[src/hw/rtl/repc_pkg.sv]
// ----------------------------------------------------------------------------
// repc_pkg: shared types for the range equal-pair counter
// Holds the sequencer state encoding and the gcd unit control bundle.
// ----------------------------------------------------------------------------
`default_nettype none

package repc_pkg;

  localparam int unsigned OUT_W = 19;
  localparam int unsigned NUM_W = 20;

  // one-hot sequencer states
  typedef enum logic [10:0] {
    ST_IDLE  = 11'b00000000001,
    ST_LOAD  = 11'b00000000010,
    ST_LRD   = 11'b00000000100,
    ST_LUPD  = 11'b00000001000,
    ST_PLAN  = 11'b00000010000,
    ST_RD    = 11'b00000100000,
    ST_CNT   = 11'b00001000000,
    ST_UPD   = 11'b00010000000,
    ST_GCD   = 11'b00100000000,
    ST_DIV   = 11'b01000000000,
    ST_CLR   = 11'b10000000000
  } state_t;

  // control bundle toward the gcd unit
  typedef struct packed {
    logic             start;
    logic [NUM_W-1:0] a;
    logic [NUM_W-1:0] b;
  } gcd_req_t;

  typedef struct packed {
    logic             done;
    logic [NUM_W-1:0] g;
  } gcd_rsp_t;

endpackage

`default_nettype wire

[src/hw/rtl/repc_div.sv]
// ----------------------------------------------------------------------------
// repc_div: bit-serial exact divider
// Divides numerator and denominator by the gcd together, one bit per cycle.
// ----------------------------------------------------------------------------
`default_nettype none

module repc_div (
  input  wire logic                        clk,
  input  wire logic                        rst_n,
  input  wire logic                        start,
  input  wire logic [repc_pkg::NUM_W-1:0]  num,
  input  wire logic [repc_pkg::NUM_W-1:0]  den,
  input  wire logic [repc_pkg::NUM_W-1:0]  g,
  output logic                             done,
  output logic [repc_pkg::NUM_W-1:0]       qn,
  output logic [repc_pkg::NUM_W-1:0]       qd
);
  import repc_pkg::*;

  localparam int unsigned CW = $clog2(NUM_W + 1);

  logic [NUM_W-1:0] sn_r, sd_r, rn_r, rd_r, g_r;
  logic [CW-1:0]    cnt_r;
  logic             busy_r, done_r;
  logic [NUM_W:0]   tn, td;

  assign tn = {rn_r, sn_r[NUM_W-1]} - {1'b0, g_r};
  assign td = {rd_r, sd_r[NUM_W-1]} - {1'b0, g_r};

  // shift quotient bits into the dividend registers
  always_ff @(posedge clk) begin
    if (!rst_n) begin
      busy_r <= 1'b0;
      done_r <= 1'b0;
    end else begin
      done_r <= 1'b0;
      if (start) begin
        busy_r <= 1'b1;
      end else if (busy_r && cnt_r == '0) begin
        busy_r <= 1'b0;
        done_r <= 1'b1;
      end
    end
    if (start) begin
      sn_r <= num; sd_r <= den; rn_r <= '0; rd_r <= '0; g_r <= g;
      cnt_r <= CW'(NUM_W);
    end else if (busy_r && cnt_r != '0) begin
      sn_r <= {sn_r[NUM_W-2:0], ~tn[NUM_W]};
      sd_r <= {sd_r[NUM_W-2:0], ~td[NUM_W]};
      rn_r <= tn[NUM_W] ? {rn_r[NUM_W-2:0], sn_r[NUM_W-1]} : tn[NUM_W-1:0];
      rd_r <= td[NUM_W] ? {rd_r[NUM_W-2:0], sd_r[NUM_W-1]} : td[NUM_W-1:0];
      cnt_r <= cnt_r - 1'b1;
    end
  end

  assign done = done_r;
  assign qn   = sn_r;
  assign qd   = sd_r;

endmodule

`default_nettype wire

[config.mk]
export PLATFORM = sky130hd
export DESIGN_NAME = repc_div
export DESIGN_NICKNAME = d
export VERILOG_FILES = /design/src/hw/rtl/repc_pkg.sv /design/src/hw/rtl/repc_div.sv
export SDC_FILE = /design/constraint.sdc
export NUM_CORES = 1
export LEC_CHECK = 0
export BUFFER_PORTS_ARGS = -buffer_cell sky130_fd_sc_hd__buf_2
export CAP_MARGIN = 40
export CORE_ASPECT_RATIO = 0.75
export CORE_MARGIN = 2
export CORE_UTILIZATION = 52
export DETAILED_ROUTE_END_ITERATION = 8
export PLACE_DENSITY = 0.74
export SLEW_MARGIN = 10
export SYNTH_ARGS = -nofsm -noshare
export SYNTH_HDL_FRONTEND = slang
export SYNTH_SLANG_ARGS = --single-unit
[constraint.sdc]
create_clock -name clk -period 5.6 [get_ports clk]
set_input_delay 1.68 -clock clk [delete_from_list [all_inputs] [get_ports clk]]
set_output_delay 1.68 -clock clk [all_outputs]
set_load 0.05 [all_outputs]
== Yosys cells after proc, flatten, opt, wreduce, memory -nomap -nowiden ==
Cells that the tools add are included.
Storage, ports and cells
  bits of input ports: 63
  output and inout port bits: 41
  word-level logic and storage cells: 30
  bits in registers: 107
Cells by class
  muxes and demuxes: 9
  bitwise operators: 3
  $add $sub $neg: 3
  reduce and logical (&&, ||, !) cells: 7
Operators by type and width (number)
  20-bit two-way mux: 6
  21-bit by 20-bit subtractor with 21-bit output: 2
  5-bit zero test: 1
  5-bit nonzero test: 1
  5-bit by 1-bit subtractor with 5-bit output (second input constant): 1
  2-bit nonzero test: 2
  1-bit two-way mux: 3
  1-bit NOT: 3
  1-bit logical AND: 2
  2-bit OR reduction: 1

== Depth between registers and ports, before layout ==
Gate-level depths: netlist of run 1.
  depth after elaboration: 4
  depth in mapped cells: 12
  mapped depth without buffers: 11

== Worst setup path before layout of run 1 ==
OpenSTA, ideal clock, no wires.
  path kind: input to register
  start: in start
  end: reg sd_r[0] (netlist: qd[0]), enable pin
  slack: 2.149 ns
  buffers on the path: 2
  library setup time: 0.395 ns
  cell stages on the path: 4
  required time: 5.205 ns
  arrival time: 3.056 ns
  cell sequence: clkbuf_1 -> clkbuf_1 -> nor2_1 -> inv_1
Between the ends
  longest elaborated chain between the ends: 1
RTL lines
  start, declared: line repc_div.sv:10  | input wire logic start,
  2-bit nonzero test (no line)
  end signal, assigned: line repc_div.sv:49  | sd_r <= {sd_r[NUM_W-2:0], ~td[NUM_W]};
  end, declared: line repc_div.sv:22  | logic [NUM_W-1:0] sn_r, sd_r, rn_r, rd_r, g_r;
Every way passes these cells.
A chain may end at the register's enable or synchronous reset.

== Worst setup path after layout of run 1 ==
  start: reg g_r[0]
  end: reg rd_r[18]
Between the ends
  longest elaborated chain between the ends: 2
RTL lines
  start, declared: line repc_div.sv:22
  start signal, assigned: line repc_div.sv:45  | sn_r <= num; sd_r <= den; rn_r <= '0; rd_r <= '0; g_r <= g;
  21-bit by 20-bit subtractor with 21-bit output: line repc_div.sv:28  | assign td = {rd_r, sd_r[NUM_W-1]} - {1'b0, g_r};
  20-bit two-way mux: line repc_div.sv:51  | rd_r <= td[NUM_W] ? {rd_r[NUM_W-2:0], sd_r[NUM_W-1]} : td[NUM_W-1:0];
  end signal, assigned: line repc_div.sv:51
  end, declared: line repc_div.sv:22
Every way passes these cells.

==> reports/metrics.cfg, run 1 <==
[status]
status = finished, final reports clean

[clock_network]
cts_tree = done
numCtsBuffers = 9
path_clk_slew_ns = 0.08
root_buffer = clkbuf_16
cts_resized = 0
cts_hold_buf = 0
cts_max_level = 3
clkSinkCount = 107
cts_buffer_depth = 2
clk_latency_ns = 0.35
post_cts_buffers = 0

[power_and_ir_drop]
power_switching_mw = 0.8205
vdd_ir_drop_max_mv = 0.1972
combPwrFrac_pct = 32.5
p_leak_nw = 3.114
power.internal_mw = 1.503
power_frac_seq_pct = 41.6
pwr-share-clk_pct = 25.9
cellPowerDensity_nw_per_um2 = 310.4
switching_share_pct = 35.32

[setup_path]
r2r-end = rd_r[18]
crit_path_end_kind = flip-flop
required_ns = 5.84
cp_data_arrival_time_ns = 4.06
crit_type = reg -> reg
cp-startpoint = g_r[0]
crit_slowest_cell = xor2_2
cp_cell_sequence = ha_1, fa_1, nand2b_1, a21oi_1, o211ai_2, a31oi_1, a41oi_4, xor2_2, a21oi_1, a221oi_1
crit_top_cell = a21oi_1
r2r_cells = 10
critical-path-max-stage-delay_ns = 0.78
r2r-start = g_r[0]
worstPathMaxFanout = 15
start_kind = flip-flop
reg2reg_slack_ns = 1.79

[die]
num_rows = 35
start_util_pct = 53.34
die_area_sq_um = 13500
top_level_ports = 104
core-area_sq_um = 12260
die_y_um = 101.1
die_w_um = 133.5

[grt]
grt_pass1_wl_mm = 24.30
grt_remaining_overflow = 0
grtUsageTotal_pct = 22.32
antenna_found_initial = 0
grt_start_max_net_pins = 76
grt_pass1_vias = 5051

[synth]
syn_inst = 657
synth.avg_cell_area_sq_um = 9.954
synth_warnings = 0
yosysSeqAreaShare_pct = 41.94
synth-edff-count = 60
synth_flop_cell = edfxtp_1
synth_area_sq_um = 6540
synth_nets = 763
synth-seq-cells = 107
ys_async_sr_fraction_pct = 0
synth_cell_type_count = 65

[placed_design]
io_buffers = 103
place_congestion = 0.9268
pre_cts_ws_ns = 1.910
hpwlAfterDp_mm = 11.13

[sta]
period_needed_ns = 3.815
finalSetupTns_ns = 0
skew_ns = 0.01081
fin_ws_ns = 1.785
worst_slew_pin_slew_ns = 0.9552
slew_headroom_pct = 36.27
max_freq_mhz = 262.1
period_share_pct = 68.12
rsz0062_at_grt = false
hold_viol = 0
setup_violations = 0
holdWs_ns = 0.4885
slew_violations = 0

[hold_path]
hold_path_end = done
hold_class = reg -> reg
min_path_cells = 1
hp-start = cnt_r[4]

[finish]
utilization_pct = 61.03
nets = 855
diodes = 0
final_common_cell = buf_2
layout_common_cells = 102 x buf_2, 69 x nor2_1, 60 x edfxtp_1
drive_gt1_share_pct = 24.40
area_delta_synth_final_pct = 14.43
register_area_sq_um = 2743
multi_input_area_sq_um = 3553
fill_cells = 1056

[detailed_routing]
vias_per_cell = 5.797
wirelength_mm = 15.21
ant_nets = 0
wl_per_cell_um = 16.54
drc = 0
num_vias = 5333
dr.first_iter.drc_count = 354
drt_first_pass_iters = 5

[job]
maxCapViolCount = 0

[worst max-delay path, delay by kind of cell, from the launching register on]
kind	cells	cell delay, ns
compound gates	6	1.69
xor+xnor	1	0.78
fa+ha+maj	2	0.62
flops	1	0.41
simple gates	1	0.20
[worst max path at each step]
stage	to	slack, ns
6_report	rd_r[18]	1.79
5_1_grt	rd_r[18]	1.60
4_1_cts	rd_r[18]	1.88
3_5_place_dp	rd_r[18]	1.91
3_3_place_gp	rn_r[15]	2.01
2_1_floorplan	qd[0]	2.15
[flip-flops by register name, indices dropped and copies added, names as in the netlist]
name,count
rd_r,20
g_r,20
busy_r,1
rn_r,20
qn,20
done,1
qd,20
cnt_r,5
[power by group through the flow]
stage	logic, mW	clock network, mW	registers [mW]
6_report	0.755	0.603	0.966
5_1_grt	0.826	0.636	0.976
4_1_cts	0.750	0.612	0.966
3_5_place_dp	0.744	0	0.983
3_3_place_gp	0.723	0	0.978
2_1_floorplan	0.473	0	1.08
[per-layer routing]
layer	share of wire, %	GRT usage, %
met1	47	30.59
met3	4.6	4.575
met4	1.5	6.628
met2	47	36.08
met5	0	0
[kinds of logic after synthesis]
logic type / count (synthesis) / share of synthesized area (%)
and+or+nand+nor: 199 / 14.31
AOI/OAI and AO/OA: 163 / 18.62
DFF: 107 / 41.94
buffers and inverters: 62 / 3.750
muxes: 50 / 8.399
adders and majority gates: 43 / 8.456
xor gates and xnor gates: 33 / 4.534
[synth_stat cells (15+ instances only)]
cell type | number | area share (%)
nor2_1 | 69 | 4.0
edfxtp_1 | 60 | 28
nand2_1 | 50 | 2.9
dfxtp_1 | 47 | 14
ha_1 | 41 | 7.8
mux2_2 | 38 | 6.5
inv_1 | 33 | 1.9
a21oi_1 | 30 | 2.3
o21ai_0 | 29 | 2.2
clkbuf_1 | 23 | 1.3
xnor2_1 | 23 | 3.1
nor3_1 | 18 | 1.4
a211oi_1 | 15 | 1.7
[layout make-up]
class,count,share of cell area [%]
sequential,107,36.65
tap,166,2.775
timing repair buffer,110,7.724
clock buffer,10,3.060
inverter,33,1.655
multi-input combinational,488,47.48
clock inverter,6,0.6521
[through the flow]
stage / cells / power (mW) / cell area, sq um
after floorplan: 657 / 1.555 / 6540
after global placement: 903 / 1.701 / 7191
after detailed placement: 904 / 1.727 / 7206
after CTS: 920 / 2.327 / 7483
after global routing: 920 / 2.438 / 7483
final: 920 / 2.323 / 7483
(Power assumes the default switching activity.)
==> run 2, diff against run 1 <==
- PLACE_DENSITY: 0.74 -> 0.77
- clock period: 5.6 -> 3.4 ns (I/O delays scaled with it)
==> reports/metrics.cfg, run 2 (synthesis results as in run 1) <==
[status]
status = finished, final reports clean  ; unchanged

[clock_network]
clkSinkCount = 107  ; unchanged
cts_max_level = 3  ; unchanged
cts_hold_buf = 0  ; unchanged
cts_buffer_depth = 2  ; unchanged
path_clk_slew_ns = 0.07  ; was 0.08 ns
numCtsBuffers = 9  ; unchanged
post_cts_buffers = 0  ; unchanged
root_buffer = clkbuf_16  ; unchanged
clk_latency_ns = 0.35  ; about the same
cts_tree = done  ; unchanged

[finish]
fill_cells = 1037  ; was 1056
register_area_sq_um = 2743  ; unchanged
final_common_cell = buf_2  ; unchanged
layout_common_cells = 102 x buf_2, 69 x nor2_1, 60 x edfxtp_1  ; unchanged
drive_gt1_share_pct = 25.03  ; was 24.40%
multi_input_area_sq_um = 3575  ; was 3553 sq um
utilization_pct = 61.50  ; was 61.03%
area_delta_synth_final_pct = 15.31  ; was 14.43%
nets = 860  ; was 855
diodes = 0  ; unchanged

[hold_path]
hold_class = reg -> reg  ; unchanged

[die]
die_y_um = 101.1  ; unchanged
top_level_ports = 104  ; unchanged
die_w_um = 133.5  ; unchanged
die_area_sq_um = 13500  ; unchanged
start_util_pct = 53.34  ; unchanged
core-area_sq_um = 12260  ; unchanged
num_rows = 35  ; unchanged

[grt]
grt_pass1_vias = 5023  ; was 5051
antenna_found_initial = 0  ; unchanged
grt_pass1_wl_mm = 24.37  ; was 24.30 mm
grt_remaining_overflow = 0  ; unchanged
grt_start_max_net_pins = 74  ; was 76
grtUsageTotal_pct = 22.61  ; was 22.32%

[detailed_routing]
wl_met2_mm = 7.050  ; was 7.143 mm
vias_per_cell = 5.751  ; was 5.797
ant_nets = 0  ; unchanged
wl_met1_mm = 7.253  ; was 7.135 mm
num_vias = 5320  ; was 5333
wirelength_mm = 15.42  ; was 15.21 mm
wl_met3_um = 883  ; was 702 um
highest_layer = met4  ; unchanged
drc = 0  ; unchanged
wl_per_cell_um = 16.67  ; was 16.54 um
dr.first_iter.drc_count = 354  ; unchanged
drt_first_pass_iters = 5  ; unchanged

[sta]
holdWs_ns = 0.4835  ; was 0.4885 ns
slew_headroom_pct = 42.40  ; was 36.27%
period_share_pct = 92.45  ; was 68.12%
max_freq_mhz = 318.1  ; was 262.1 MHz
slew_violations = 0  ; unchanged
finalSetupTns_ns = 0  ; unchanged
period_needed_ns = 3.143  ; was 3.815 ns
worst_slew_pin_slew_ns = 0.8422  ; was 0.9552 ns
skew_ns = 0.007406  ; was 0.01081 ns
setup_violations = 0  ; unchanged
rsz0062_at_grt = false  ; unchanged
hold_viol = 0  ; unchanged

[setup_path]
critical-path-max-stage-delay_ns = 0.41  ; was 0.78 ns
required_ns = 3.65  ; was 5.84 ns
crit_slowest_cell = edfxtp_1  ; was xor2_2
start_kind = flip-flop  ; unchanged
crit_type = reg -> reg  ; unchanged
cpLargestDelayFamily = compound AO/OA/AOI/OAI gates  ; unchanged
worstPathMaxFanout = 12  ; was 15
cp_data_arrival_time_ns = 3.39  ; was 4.06 ns
crit_path_end_kind = flip-flop  ; unchanged
path_buf_inv = 1  ; was 0
cp_cell_sequence = ha_1, fa_1, nand2b_1, a21oi_1, o211ai_2, a31oi_1, a41oi_4, xnor2_1, buf_4, nand3_1, a311oi_1  ; was ha_1, fa_1, nand2b_1, a21oi_1, o211ai_2, a31oi_1, a41oi_4, xor2_2, a21oi_1, a221oi_1

[power_and_ir_drop]
p_leak_nw = 3.138  ; was 3.114 nW
vdd_ir_drop_max_mv = 0.2824  ; was 0.1972 mV
cellPowerDensity_nw_per_um2 = 507.6  ; was 310.4 nW/um^2

[placed_design]
io_buffers = 103  ; unchanged
hpwlAfterDp_mm = 11.34  ; was 11.13 mm
place_congestion = 0.8840  ; was 0.9268

[job]
maxCapViolCount = 0  ; unchanged

## run 2: worst paths after layout
kind                 start      end  slack (ns)  cells past startpoint
setup / recovery    g_r[0]  rd_r[2]        0.26                     11
hold / removal    cnt_r[4]     done        0.48                      1
setup reg to reg    g_r[0]  rd_r[2]        0.26                     11
hold reg to reg   cnt_r[4]     done        0.48                      1
## run 2: per-stage QoR
stage | setup WS (ns) | instances | cell area [sq um] | total power, mW
after floorplan | 0.05637 | 657 | 6540 | 2.560
after global placement | 0.2958 | 909 | 7248 | 2.817
after detailed placement | 0.2388 | 909 | 7248 | 2.857
after CTS | 0.1868 | 925 | 7520 | 3.842
after global routing | 0.02864 | 925 | 7541 | 4.033
final | 0.2567 | 925 | 7541 | 3.828
## run 2: final cells by class
type / instances / share of cell area, %
multi-input combinational: 488 / 47.40
sequential: 107 / 36.37
timing repair buffer: 115 / 8.230
clock buffer: 10 / 3.036
tap: 166 / 2.754
inverter: 33 / 1.643
clock inverter: 6 / 0.5641
## run 2: layer usage
metal | GRT usage (%) | up-vias
met3 | 4.374 | 19
met4 | 5.974 | 0
li1 | - | 2617
met5 | 0 | -
met2 | 35.13 | 129
met1 | 32.61 | 2555
## run 2: power by group
group,internal [mW],switching (mW),total [mW]
registers,1.51,0.0856,1.60
logic,0.476,0.784,1.26
clock network,0.497,0.475,0.972
total,2.48,1.34,3.83
## run 2: what timing repair did
action,in CTS,in global routing
hold endpoints to repair,0,0
resized for setup,0,3
setup endpoints to repair,0,12
