### config.mk
export PLATFORM = sky130hd
export DESIGN_NAME = repc_gcd
export DESIGN_NICKNAME = d
export VERILOG_FILES = /design/src/hw/rtl/repc_pkg.sv /design/src/hw/rtl/repc_gcd.sv
export SDC_FILE = /design/constraint.sdc
export NUM_CORES = 1
export LEC_CHECK = 0
export BUFFER_PORTS_ARGS = -buffer_cell sky130_fd_sc_hd__buf_4
export CORE_UTILIZATION = 30
export DETAILED_ROUTE_END_ITERATION = 6
export SLEW_MARGIN = 20
export SYNTH_ARGS = -nofsm -noshare
export SYNTH_HDL_FRONTEND = slang
export SYNTH_SLANG_ARGS = --single-unit
### constraint.sdc
create_clock -name clk -period 7.8 [get_ports clk]
set_clock_uncertainty 0.1 [all_clocks]
set_input_delay 0.78 -clock clk [delete_from_list [all_inputs] [get_ports clk]]
set_output_delay 0.78 -clock clk [all_outputs]
set_load 0.1 [all_outputs]
### src/hw/rtl/repc_pkg.sv
// ----------------------------------------------------------------------------
// repc_pkg: shared types for the range equal-pair counter
// Holds the sequencer state encoding and the gcd unit control bundle.
// ----------------------------------------------------------------------------
`default_nettype none

package repc_pkg;

  localparam int unsigned OUT_W = 19;
  localparam int unsigned NUM_W = 20;

  // one-hot sequencer states
  typedef enum logic [10:0] {
    ST_IDLE  = 11'b00000000001,
    ST_LOAD  = 11'b00000000010,
    ST_LRD   = 11'b00000000100,
    ST_LUPD  = 11'b00000001000,
    ST_PLAN  = 11'b00000010000,
    ST_RD    = 11'b00000100000,
    ST_CNT   = 11'b00001000000,
    ST_UPD   = 11'b00010000000,
    ST_GCD   = 11'b00100000000,
    ST_DIV   = 11'b01000000000,
    ST_CLR   = 11'b10000000000
  } state_t;

  // control bundle toward the gcd unit
  typedef struct packed {
    logic             start;
    logic [NUM_W-1:0] a;
    logic [NUM_W-1:0] b;
  } gcd_req_t;

  typedef struct packed {
    logic             done;
    logic [NUM_W-1:0] g;
  } gcd_rsp_t;

endpackage

`default_nettype wire

### src/hw/rtl/repc_gcd.sv
// ----------------------------------------------------------------------------
// repc_gcd: bit-serial gcd unit
// Euclid by repeated remainders; each remainder is formed by restoring
// division, one quotient bit per cycle.
// ----------------------------------------------------------------------------
`default_nettype none

module repc_gcd (
  input  wire logic              clk,
  input  wire logic              rst_n,
  input  wire repc_pkg::gcd_req_t req,
  output repc_pkg::gcd_rsp_t      rsp
);
  import repc_pkg::*;

  localparam int unsigned CW = $clog2(NUM_W + 1);

  logic [NUM_W-1:0] a_r, a_nxt, b_r, b_nxt;
  logic [NUM_W-1:0] rem_r, rem_nxt, sh_r, sh_nxt;
  logic [CW-1:0]    cnt_r, cnt_nxt;
  logic             busy_r, busy_nxt, done_r, done_nxt;
  logic [NUM_W:0]   trial;

  // one restoring division step: shift in next dividend bit, subtract if fits
  always_comb begin
    a_nxt = a_r; b_nxt = b_r; rem_nxt = rem_r; sh_nxt = sh_r;
    cnt_nxt = cnt_r; busy_nxt = busy_r; done_nxt = 1'b0;
    trial = {rem_r, sh_r[NUM_W-1]} - {1'b0, b_r};
    if (req.start) begin
      a_nxt = req.a; b_nxt = req.b; rem_nxt = '0; sh_nxt = req.a;
      cnt_nxt = CW'(NUM_W); busy_nxt = 1'b1;
    end else if (busy_r) begin
      if (b_r == '0) begin
        busy_nxt = 1'b0; done_nxt = 1'b1;
      end else if (cnt_r != '0) begin
        sh_nxt = sh_r << 1;
        if (!trial[NUM_W]) rem_nxt = trial[NUM_W-1:0];
        else rem_nxt = {rem_r[NUM_W-2:0], sh_r[NUM_W-1]};
        cnt_nxt = cnt_r - 1'b1;
      end else begin
        a_nxt = b_r; b_nxt = rem_r; sh_nxt = b_r; rem_nxt = '0;
        cnt_nxt = CW'(NUM_W);
      end
    end
  end

  always_ff @(posedge clk) begin
    if (!rst_n) begin
      busy_r <= 1'b0;
      done_r <= 1'b0;
    end else begin
      busy_r <= busy_nxt;
      done_r <= done_nxt;
    end
    a_r <= a_nxt; b_r <= b_nxt; rem_r <= rem_nxt; sh_r <= sh_nxt; cnt_r <= cnt_nxt;
  end

  assign rsp.done = done_r;
  assign rsp.g    = a_r;

endmodule

`default_nettype wire

Word level (Yosys, flattened, before mapping)
Cells that the tools add are included. W data, S select, Z words.

Add/sub/neg operators: 2. Equal/unequal tests: 2. Mux-type cells: 19. Bitwise logic cells: 3. Reduce and logical (&&, ||, !) cells: 7.

Operators with widths (count): $mux W20 (14); $sub A21 B20 Y21 (1); $logic_not A20 Y1 (1); $mux W5 (1); $reduce_bool A5 Y1 (1); $sub A5 B1 Y5 const B (1); $mux W1 (4); $ne A2 B2 Y1 const B (2); $reduce_and A2 Y1 (2); $not A1 Y1 (3); $reduce_and A3 Y1 (1); $reduce_or A3 Y1 (1); $reduce_bool A2 Y1 (1).

Register bits after elaboration: 87. Input bits: 43. Output and inout bits: 21. Logic and storage cells: 40.

Longest topological paths before layout
Gate-level depths: netlist of run 1.

Depth in word-level cells: 5. Mapped depth: 11. Mapped depth without buffers: 10.

Worst setup path after synthesis of run 1
No wires, ideal clock.

Path type: flip-flop to flip-flop. Start: register b_r[0]. End: register rem_r[1]. Library setup time: 0.117 ns. Arrival time: 2.723 ns. Data required time: 7.583 ns. Path slack: 4.859 ns. Stages on the path, launching flop included: 11. Path buffers: 1. Period minus slack after synthesis: 2.941 ns. Cell sequence: edfxtp_1 > ha_1 > fa_1 > nand2b_1 > a21oi_1 > o21ai_1 > a2111o_1 > a221oi_4 > buf_8 > nand2_2 > a32o_1.

Word-level cells in the longest chain between the ends: 3. Elaborated cells between the ends (all ways): 6. Those cells by class: add/sub (1); mux (2); bitwise (1); reduce/logical (2).

RTL lines: start: declaration (RTL line repc_gcd.sv:18) `logic [NUM_W-1:0] a_r, a_nxt, b_r, b_nxt;`; start signal: assignment (RTL line repc_gcd.sv:55) `a_r <= a_nxt; b_r <= b_nxt; rem_r <= rem_nxt; sh_r <= sh_nxt; cnt_r <= cnt_nxt;`; $sub A21 B20 Y21 / $logic_not A20 Y1 (equally long branches) (RTL line repc_gcd.sv:28, repc_gcd.sv:33); $mux W20 / $not A1 Y1 (equally long branches); $mux W20 / $reduce_and A2 Y1 (equally long branches); end signal: assignment (RTL line repc_gcd.sv:55); end: declaration (RTL line repc_gcd.sv:19) `logic [NUM_W-1:0] rem_r, rem_nxt, sh_r, sh_nxt;`.

Several ways; a longest one is shown, not always the timed one. A chain may end at the register's enable or synchronous reset.

Final worst setup path of run 1
Start: register b_r[0]. End: register rem_r[0].

The elaborated chain is that of the path after synthesis.

==> results.md, run 1 <==
- Area leader, netlist: edfxtp_1
- Setup crit start kind: flip-flop
- FMAX: 295 MHz
- Total track usage: 14.9%
- Fill cell count: 1,602
- CTS Hold Bufs: 0
- Yosys warnings: 0
- CP arrival: 3540 ps
- H-tree levels: 3
- Ys async rst share: 0%
- Hold WC Path Type: reg -> reg
- Post-Synth Simple-Gate Area: 12.0%
- Die Wd: 130 um
- R2R depth: 10
- Vias: 3,796
- Worst-Skew Late Latency: 340 ps
- Synth Area in XOR/XNOR: 3.58%
- # Max-Cap Violations: 0
- Actual slew at the worst max-slew pin: 1050 ps
- Outcome: finished, final reports clean
- Synth Cell Area: 0.00489 sq mm
- Global-route wire length before repair: 18,900 um
- Minimum clock period: 3400 ps
- CTS Buf Count: 9
- Slew HR: 30.1%
- RSZ-0062 raised after global routing: no
- Die ar.: 0.0168 sq mm
- Synth Area in Compound Gates: 15.2%
- Clock Sinks: 87
- Final WL: 12,200 um
- Crit path capture type: flip-flop
- Hold endpoint: rem_r[11]
- Share of cells above drive strength 1: 19.9%
- Site Rows: 46
- Cell Pwr Density: 192 mW/mm^2
- Root cell of the clock tree: clkbuf_16
- Routed len/inst: 16.1 um
- Post-Syn Instances: 481
- IO Pins: 64
- CTS clk-pin slew, worst paths: 60 ps
- Multi-input logic area: 0.00234 sq mm
- Grt ovf: 0
- Remaining DRCs: 0
- Fin crit share: 43.5%
- Synthesized net count: 546
- 1st-iter DRT viols: 398
- Vias in the first global route: 3,580
- CTS resizes: 0
- IO Port Bufs: 63
- Static leakage: 2.18 nW
- Pre-Repair DR Iteration Count: 5
- Vias per cell: 5.00
- Max Root-Sink Buffers: 2
- Final Wtd Congestion: 0.805
- Main flop type after synthesis: edfxtp_1
- Final setup viols: 0
- R2r endpoint: rem_r[0]
- Mean Syn Cell Area: 10.2 sq um
- CP max FO: 21
- Height of the die: 130 um
- Sequential-to-total area share from yosys stat: 47.9%
- FF+latch area: 0.00234 sq mm
- Count of different cell masters after synthesis: 52
- ANT cells: 0
- Final ANT Viol Nets: 0
- Nets: 603
- Hold Crit Start: rem_r[11]
- P&R area growth vs syn: 18.7%
- Total chip power: 1.12 mW
- Initial core utilization: 30.8%
- Critical path required time: 7940 ps
- Detailed placement HPWL: 9280 um
- Core Area: 0.0159 sq mm
- Setup TNS: 0 ps
- R2R Path Start: b_r[0]
- Initial antenna violation count: 0
- Post-synth top area share: 36.8%
- Post-synth EDFFs: 60
- Final hold viol count: 0
- Ranking of synthesized cells by area: edfxtp_1, dfxtp_1, mux2i_1
- Largest family of logic cells by synthesized area: compound AO/OA/AOI/OAI gates
- Synth Register Bits: 87
- Count of final max-slew check failures: 0
- Post-Synth Adder-Cell Area: 5.78%
- Hold path depth: 2
- Postcts setup bufs: 0
- Multiplexer share of the synthesized area: 11.1%
- Post-Route Utilization: 36.6%
- Largest net degree at the start of global routing: 90
- Peak supply drop: 0.0916 mV
- CP Class: reg -> reg
- CTS tree: done
- R2r setup slk: 4400 ps
[stage by stage]
| stage | area [sq um] | hold WS (ps) | std cells | setup WS [ps] |
|---|---|---|---|---|
| 2_1_floorplan | 4890 | 348 | 481 | 4860 |
| 3_3_place_gp | 5550 | 372 | 743 | 4470 |
| 3_5_place_dp | 5550 | 380 | 743 | 4410 |
| 4_1_cts | 5810 | 389 | 759 | 4410 |
| 5_1_grt | 5810 | 407 | 759 | 4230 |
| 6_report | 5810 | 382 | 759 | 4400 |
[worst max path at each step]
| stage | start | endpoint | slack, ps |
|---|---|---|---|
| global route | b_r[0] | rem_r[0] | 4230 |
| floorplan | b_r[0] | rem_r[1] | 4860 |
| CTS | b_r[0] | rem_r[0] | 4410 |
| global placement | b_r[0] | rem_r[0] | 4470 |
| finish | b_r[0] | rem_r[0] | 4400 |
| detailed placement | b_r[0] | rem_r[0] | 4410 |
[Yosys cell counts (3+ instances only)]
cell type	n
nand2_1	65
edfxtp_1	60
o21ai_0	59
mux2i_1	33
inv_1	29
dfxtp_1	27
a21oi_1	26
ha_1	21
mux2_2	19
nor2_1	15
o21ai_1	15
clkbuf_1	11
xnor2_1	11
nor4_1	10
xor2_1	9
nand2b_1	6
nand3b_1	6
nor3_1	5
o21bai_1	5
nand4_1	4
buf_1	3
o211ai_1	3
o21a_1	3
[where the power goes]
group          switching (mW)  leakage [nW]  internal, mW
Clock                   0.170         0.129         0.214
Combinational           0.131          1.22        0.0595
Sequential             0.0135         0.828         0.528
Total                   0.315          2.18         0.801
[area by class of cell]
type                            count  area share (%)
Clock buffer                       11            4.01
Clock inverter                      5           0.474
Inverter                           29            1.87
Multi-Input combinational cell    346            40.2
Sequential cell                    87            40.3
Tap cell                          216            4.65
Timing Repair Buffer               65            8.40
[cell families after synthesis]
family,count (synthesis)
xor+xnor,20
buf+inv,48
mux,52
fa+ha+maj,22
flops,87
compound gates,127
simple gates,125
[flip-flops by register name, summed over array words and instances, names as in the netlist]
signal / flops
sh_r: 20
rem_r: 20
a_r: 20
busy_r: 1
cnt_r: 5
b_r: 20
done_r: 1
[critical path, cell delays in order, from the launching register on]
cell      delay [ps]
edfxtp_1         400
ha_1             240
fa_1             390
nand2b_1         180
a21oi_1          240
o21ai_1          150
a2111o_1         490
a221oi_4         260
buf_4            360
mux2_2           380
o22ai_1          110
[metal layers]
metal | routed length (um) | vias up | share of wire (%) | global-route usage [%]
met2 | 5810 | 83 | 48 | 24.3
met1 | 5830 | 1829 | 48 | 20.4
met5 | 0 | - | 0 | 0
met3 | 339 | 12 | 2.8 | 1.20
li1 | - | 1872 | - | -
met4 | 205 | 0 | 1.7 | 6.02
[placed cells by master, fill, tap and decap left out, types with 4 or more instances in the layout]
master | synthesis | routed
nand3b_1 | 6 | 6
edfxtp_1 | 60 | 60
o21ai_0 | 59 | 59
a21oi_1 | 26 | 26
nor3_1 | 5 | 5
inv_1 | 29 | 29
dfxtp_1 | 27 | 27
xnor2_1 | 11 | 11
xor2_1 | 9 | 9
clkinv_2 | 0 | 4
mux2_2 | 19 | 19
nand2b_1 | 6 | 5
nand2_1 | 65 | 65
buf_4 | 1 | 65
ha_1 | 21 | 21
o21ai_1 | 15 | 15
clkbuf_16 | 0 | 9
o21bai_1 | 5 | 5
nor4_1 | 10 | 10
nor2_1 | 15 | 14
nand4_1 | 4 | 4
mux2i_1 | 33 | 33
No activity file was read; power rests on OpenSTA's default activity.
==> run 2, diff against run 1 <==
--- a/config.mk
+++ b/config.mk
@@ -5,6 +5,7 @@
 export SDC_FILE = /design/constraint.sdc
 export NUM_CORES = 1
 export LEC_CHECK = 0
+export ABC_AREA = 1
 export BUFFER_PORTS_ARGS = -buffer_cell sky130_fd_sc_hd__buf_4
 export CORE_UTILIZATION = 30
 export DETAILED_ROUTE_END_ITERATION = 6
==> constraint.sdc (replaced) <==
create_clock -name clk -period 3.2 [get_ports clk]
set_clock_uncertainty 0.1 [all_clocks]
set_input_delay 0.32 -clock clk [delete_from_list [all_inputs] [get_ports clk]]
set_output_delay 0.32 -clock clk [all_outputs]
set_load 0.1 [all_outputs]
==> run 2 against run 1 <==
Highest routed layer unchanged. Sequential power rose by 140%. Flip-flop and latch count did not move. Sequential share of layout area fell by 2.7 points. Largest cell class is now multi-input combinational cells. Clock-buffer cell count fell by 2.
==> results.md, run 2 <==
- Most frequent cells in the layout: nand2_1, inv_1, o21ai_0, buf_4, edfxtp_1 (was nand2_1, buf_4, edfxtp_1, o21ai_0, mux2i_1)
- Setup crit start kind: flip-flop (unchanged)
- P&R area growth vs syn: 19.0% (was 18.7%)
- Main flop type after synthesis: edfxtp_1 (unchanged)
- Global-route wire length before repair: 22,000 um (was 18,900 um)
- Synth Cell Area: 0.00522 sq mm (was 0.00489 sq mm)
- Hold endpoint: busy_r (was rem_r[11])
- Detailed placement HPWL: 10,200 um (was 9280 um)
- Post-synth EDFFs: 60 (unchanged)
- Yosys warnings: 0 (unchanged)
- Crit path capture type: flip-flop (unchanged)
- RSZ-0062 raised after global routing: no (unchanged)
- FMAX: 377 MHz (was 295 MHz)
- Cell Pwr Density: 453 mW/mm^2 (was 192 mW/mm^2)
- IO Pins: 64 (unchanged)
- Slew HR: 56.0% (was 30.1%)
- Die ar.: 0.0179 sq mm (was 0.0168 sq mm)
- Top cells by count, synth: nand2_1, inv_1, o21ai_0 (was nand2_1, edfxtp_1, o21ai_0)
- Final hold viol count: 0 (unchanged)
- Setup TNS: 0 ps (unchanged)
- Ys async rst share: 0% (unchanged)
- Vias in the first global route: 4,420 (was 3,580)
- Worst-Skew Late Latency: 330 ps (was 340 ps)
- Critical path required time: 3330 ps (was 7940 ps)
- Synthesized net count: 763 (was 546)
- CTS Buf Count: 9 (unchanged)
- Most frequent CP cell: nand2_1
- Final ANT Viol Nets: 0 (unchanged)
- Clock Sinks: 87 (unchanged)
- Synth Register Bits: 87 (unchanged)
- Remaining DRCs: 0 (unchanged)
- Crit-path leading delay family: simple AND/OR/NAND/NOR gates (was compound AO/OA/AOI/OAI gates)
- Sequential-to-total area share from yosys stat: 44.8% (was 47.9%)
- Post-Route Utilization: 37.0% (was 36.6%)
- CP arrival: 2790 ps (was 3540 ps)
- Final setup viols: 0 (unchanged)
- Non-filler cells, final: 981 (was 759)
- H-tree levels: 3 (unchanged)
- Vias per cell: 4.62 (was 5.00)
- Site Rows: 47 (was 46)
- Largest net degree at the start of global routing: 47 (was 90)
- Die Wd: 134 um (was 130 um)
- Initial antenna violation count: 0 (unchanged)
- Peak supply drop: 0.306 mV (was 0.0916 mV)
- Outcome: finished, final reports clean (unchanged)
- R2R Path Start: b_r[0] (unchanged)
- Initial core utilization: 31.1% (was 30.8%)
- Count of final max-slew check failures: 0 (unchanged)
- Mean Syn Cell Area: 7.48 sq um (was 10.2 sq um)
- Critical Path, Cell by Cell: ha_1, fa_1, o21bai_1, nand2_2, nand3_2, nand2_1, nand2_2, nand2_1, nand3_1, nand2_1 (was ha_1, fa_1, nand2b_1, a21oi_1, o21ai_1, a2111o_1, a221oi_4, buf_4, mux2_2, o22ai_1)
- Grt ovf: 0 (unchanged)
- Max incr delay on CP: 440 ps (was 490 ps)
- Fill cell count: 1,807 (was 1,602)
- WHS: 129 ps (was 382 ps)
- R2r endpoint: rem_r[6] (was rem_r[0])
- Static leakage: 2.92 nW (was 2.18 nW)
- Total track usage: 15.4% (was 14.9%)
- Hold Crit Start: rst_n (was rem_r[11])
- Share of cells above drive strength 1: 13.0% (was 19.9%)
- # Max-Cap Violations: 0 (unchanged)
- CTS clk-pin slew, worst paths: 60 ps (about the same)
- Ranking of synthesized cells by area: edfxtp_1, nand2_1, dfxtp_1 (was edfxtp_1, dfxtp_1, mux2i_1)
- Area leader, netlist: edfxtp_1 (unchanged)
- R2r setup slk: 550 ps (was 4400 ps)
- Final WL: 13,400 um (was 12,200 um)
- Actual slew at the worst max-slew pin: 659 ps (was 1050 ps)
- Routed len/inst: 13.7 um (was 16.1 um)
- CP bufs+invs: 0 (was 1)
- Root cell of the clock tree: clkbuf_16 (unchanged)
- Pre-Repair DR Iteration Count: 5 (unchanged)
- Final instance area: 0.00622 sq mm (was 0.00581 sq mm)
- Max Root-Sink Buffers: 2 (unchanged)
- CTS Hold Bufs: 0 (unchanged)
- Dpl cells: 965 (was 743)
- Critical-path top delay cell: fa_1 (was a2111o_1)
- IO Port Bufs: 63 (unchanged)
- CTS resizes: 0 (unchanged)
- Area post-placement: 0.00592 sq mm (was 0.00555 sq mm)
- Commonest non-fill, non-tap cell in the layout: nand2_1
- Vias: 4,537 (was 3,796)
- Most common cell in the synthesized netlist: nand2_1 (unchanged)
- ANT cells: 0 (unchanged)
- Post-Syn Instances: 698 (was 481)
- Nets: 821 (was 603)
- CP max FO: 20 (was 21)
- Core Area: 0.0168 sq mm (was 0.0159 sq mm)
- CTS tree: done (unchanged)
- Hold WC Path Type: in -> reg (was reg -> reg)
- Fin crit share: 82.9% (was 43.5%)
- R2R depth: 10 (unchanged)
- Height of the die: 134 um (was 130 um)
- Minimum clock period: 2650 ps (was 3400 ps)
- Postcts setup bufs: 0 (unchanged)
- 1st-iter DRT viols: 302 (was 398)
- CP Class: reg -> reg (unchanged)
- Final Wtd Congestion: 0.856 (was 0.805)
- Count of different cell masters after synthesis: 34 (was 52)
- Post-synth top area share: 34.5% (was 36.8%)
- Hold path depth: 3 (was 2)
## run 2: area by class of cell
class                   count  area, sq um  area share (%)
inverters                  93          349            5.61
flip-flops and latches     87         2340            37.7
well taps                 220          275            4.43
clock buffers               9          225            3.62
repair buffers             70          538            8.65
clock inverters             7         71.3            1.15
multi-input cells         495         2420            38.9
## run 2: where the power goes
| group | switching (mW) | internal (mW) | total, mW |
|---|---|---|---|
| combinational | 0.319 | 0.135 | 0.454 |
| sequential | 0.0251 | 1.29 | 1.31 |
| clock | 0.445 | 0.607 | 1.05 |
## run 2: kinds of logic (layout without fill, tap and decap cells)
kind of cell | after synthesis | count (layout) | share of synthesized area, %
AND/OR/NAND/NOR | 362 | 362 | 29.2
buffers and inverters | 116 | 179 | 8.91
adder cells (fa/ha/maj) | 22 | 22 | 5.41
flip-flops | 87 | 87 | 44.8
AO/OA/AOI/OAI | 102 | 102 | 10.2
XOR/XNOR | 9 | 9 | 1.51
## run 2: tightest hold or removal path, stage by stage
cell    delay (ps)
buf_4          120
inv_1           40
nor2_1          30
## run 2: per-layer routing
| metal | vias to the layer above | global-route usage, % | share of wire [%] |
|---|---|---|---|
| li1 | 2357 | - | - |
| met1 | 2099 | 20.6 | 48 |
| met2 | 77 | 26.5 | 48 |
| met3 | 4 | 1.63 | 3.1 |
| met4 | 0 | 3.79 | 0.42 |
| met5 | - | 0 | 0 |
## run 2: worst max path at each step
stage	slack, ps	from	endpoint	depth (start not counted)
2_1_floorplan	420	b_r[14]	a_r[0]	10
3_3_place_gp	630	b_r[0]	rem_r[11]	10
3_5_place_dp	570	b_r[0]	rem_r[6]	10
4_1_cts	550	b_r[0]	rem_r[16]	10
5_1_grt	300	b_r[0]	rem_r[0]	10
6_report	550	b_r[0]	rem_r[6]	10
## run 2: through the flow
step | power (mW) | worst slack (ps)
finish | 2.82 | 547
global route | 2.93 | 304
CTS | 2.84 | 547
detailed placement | 1.79 | 571
global placement | 1.79 | 627
floorplan | 1.65 | 416
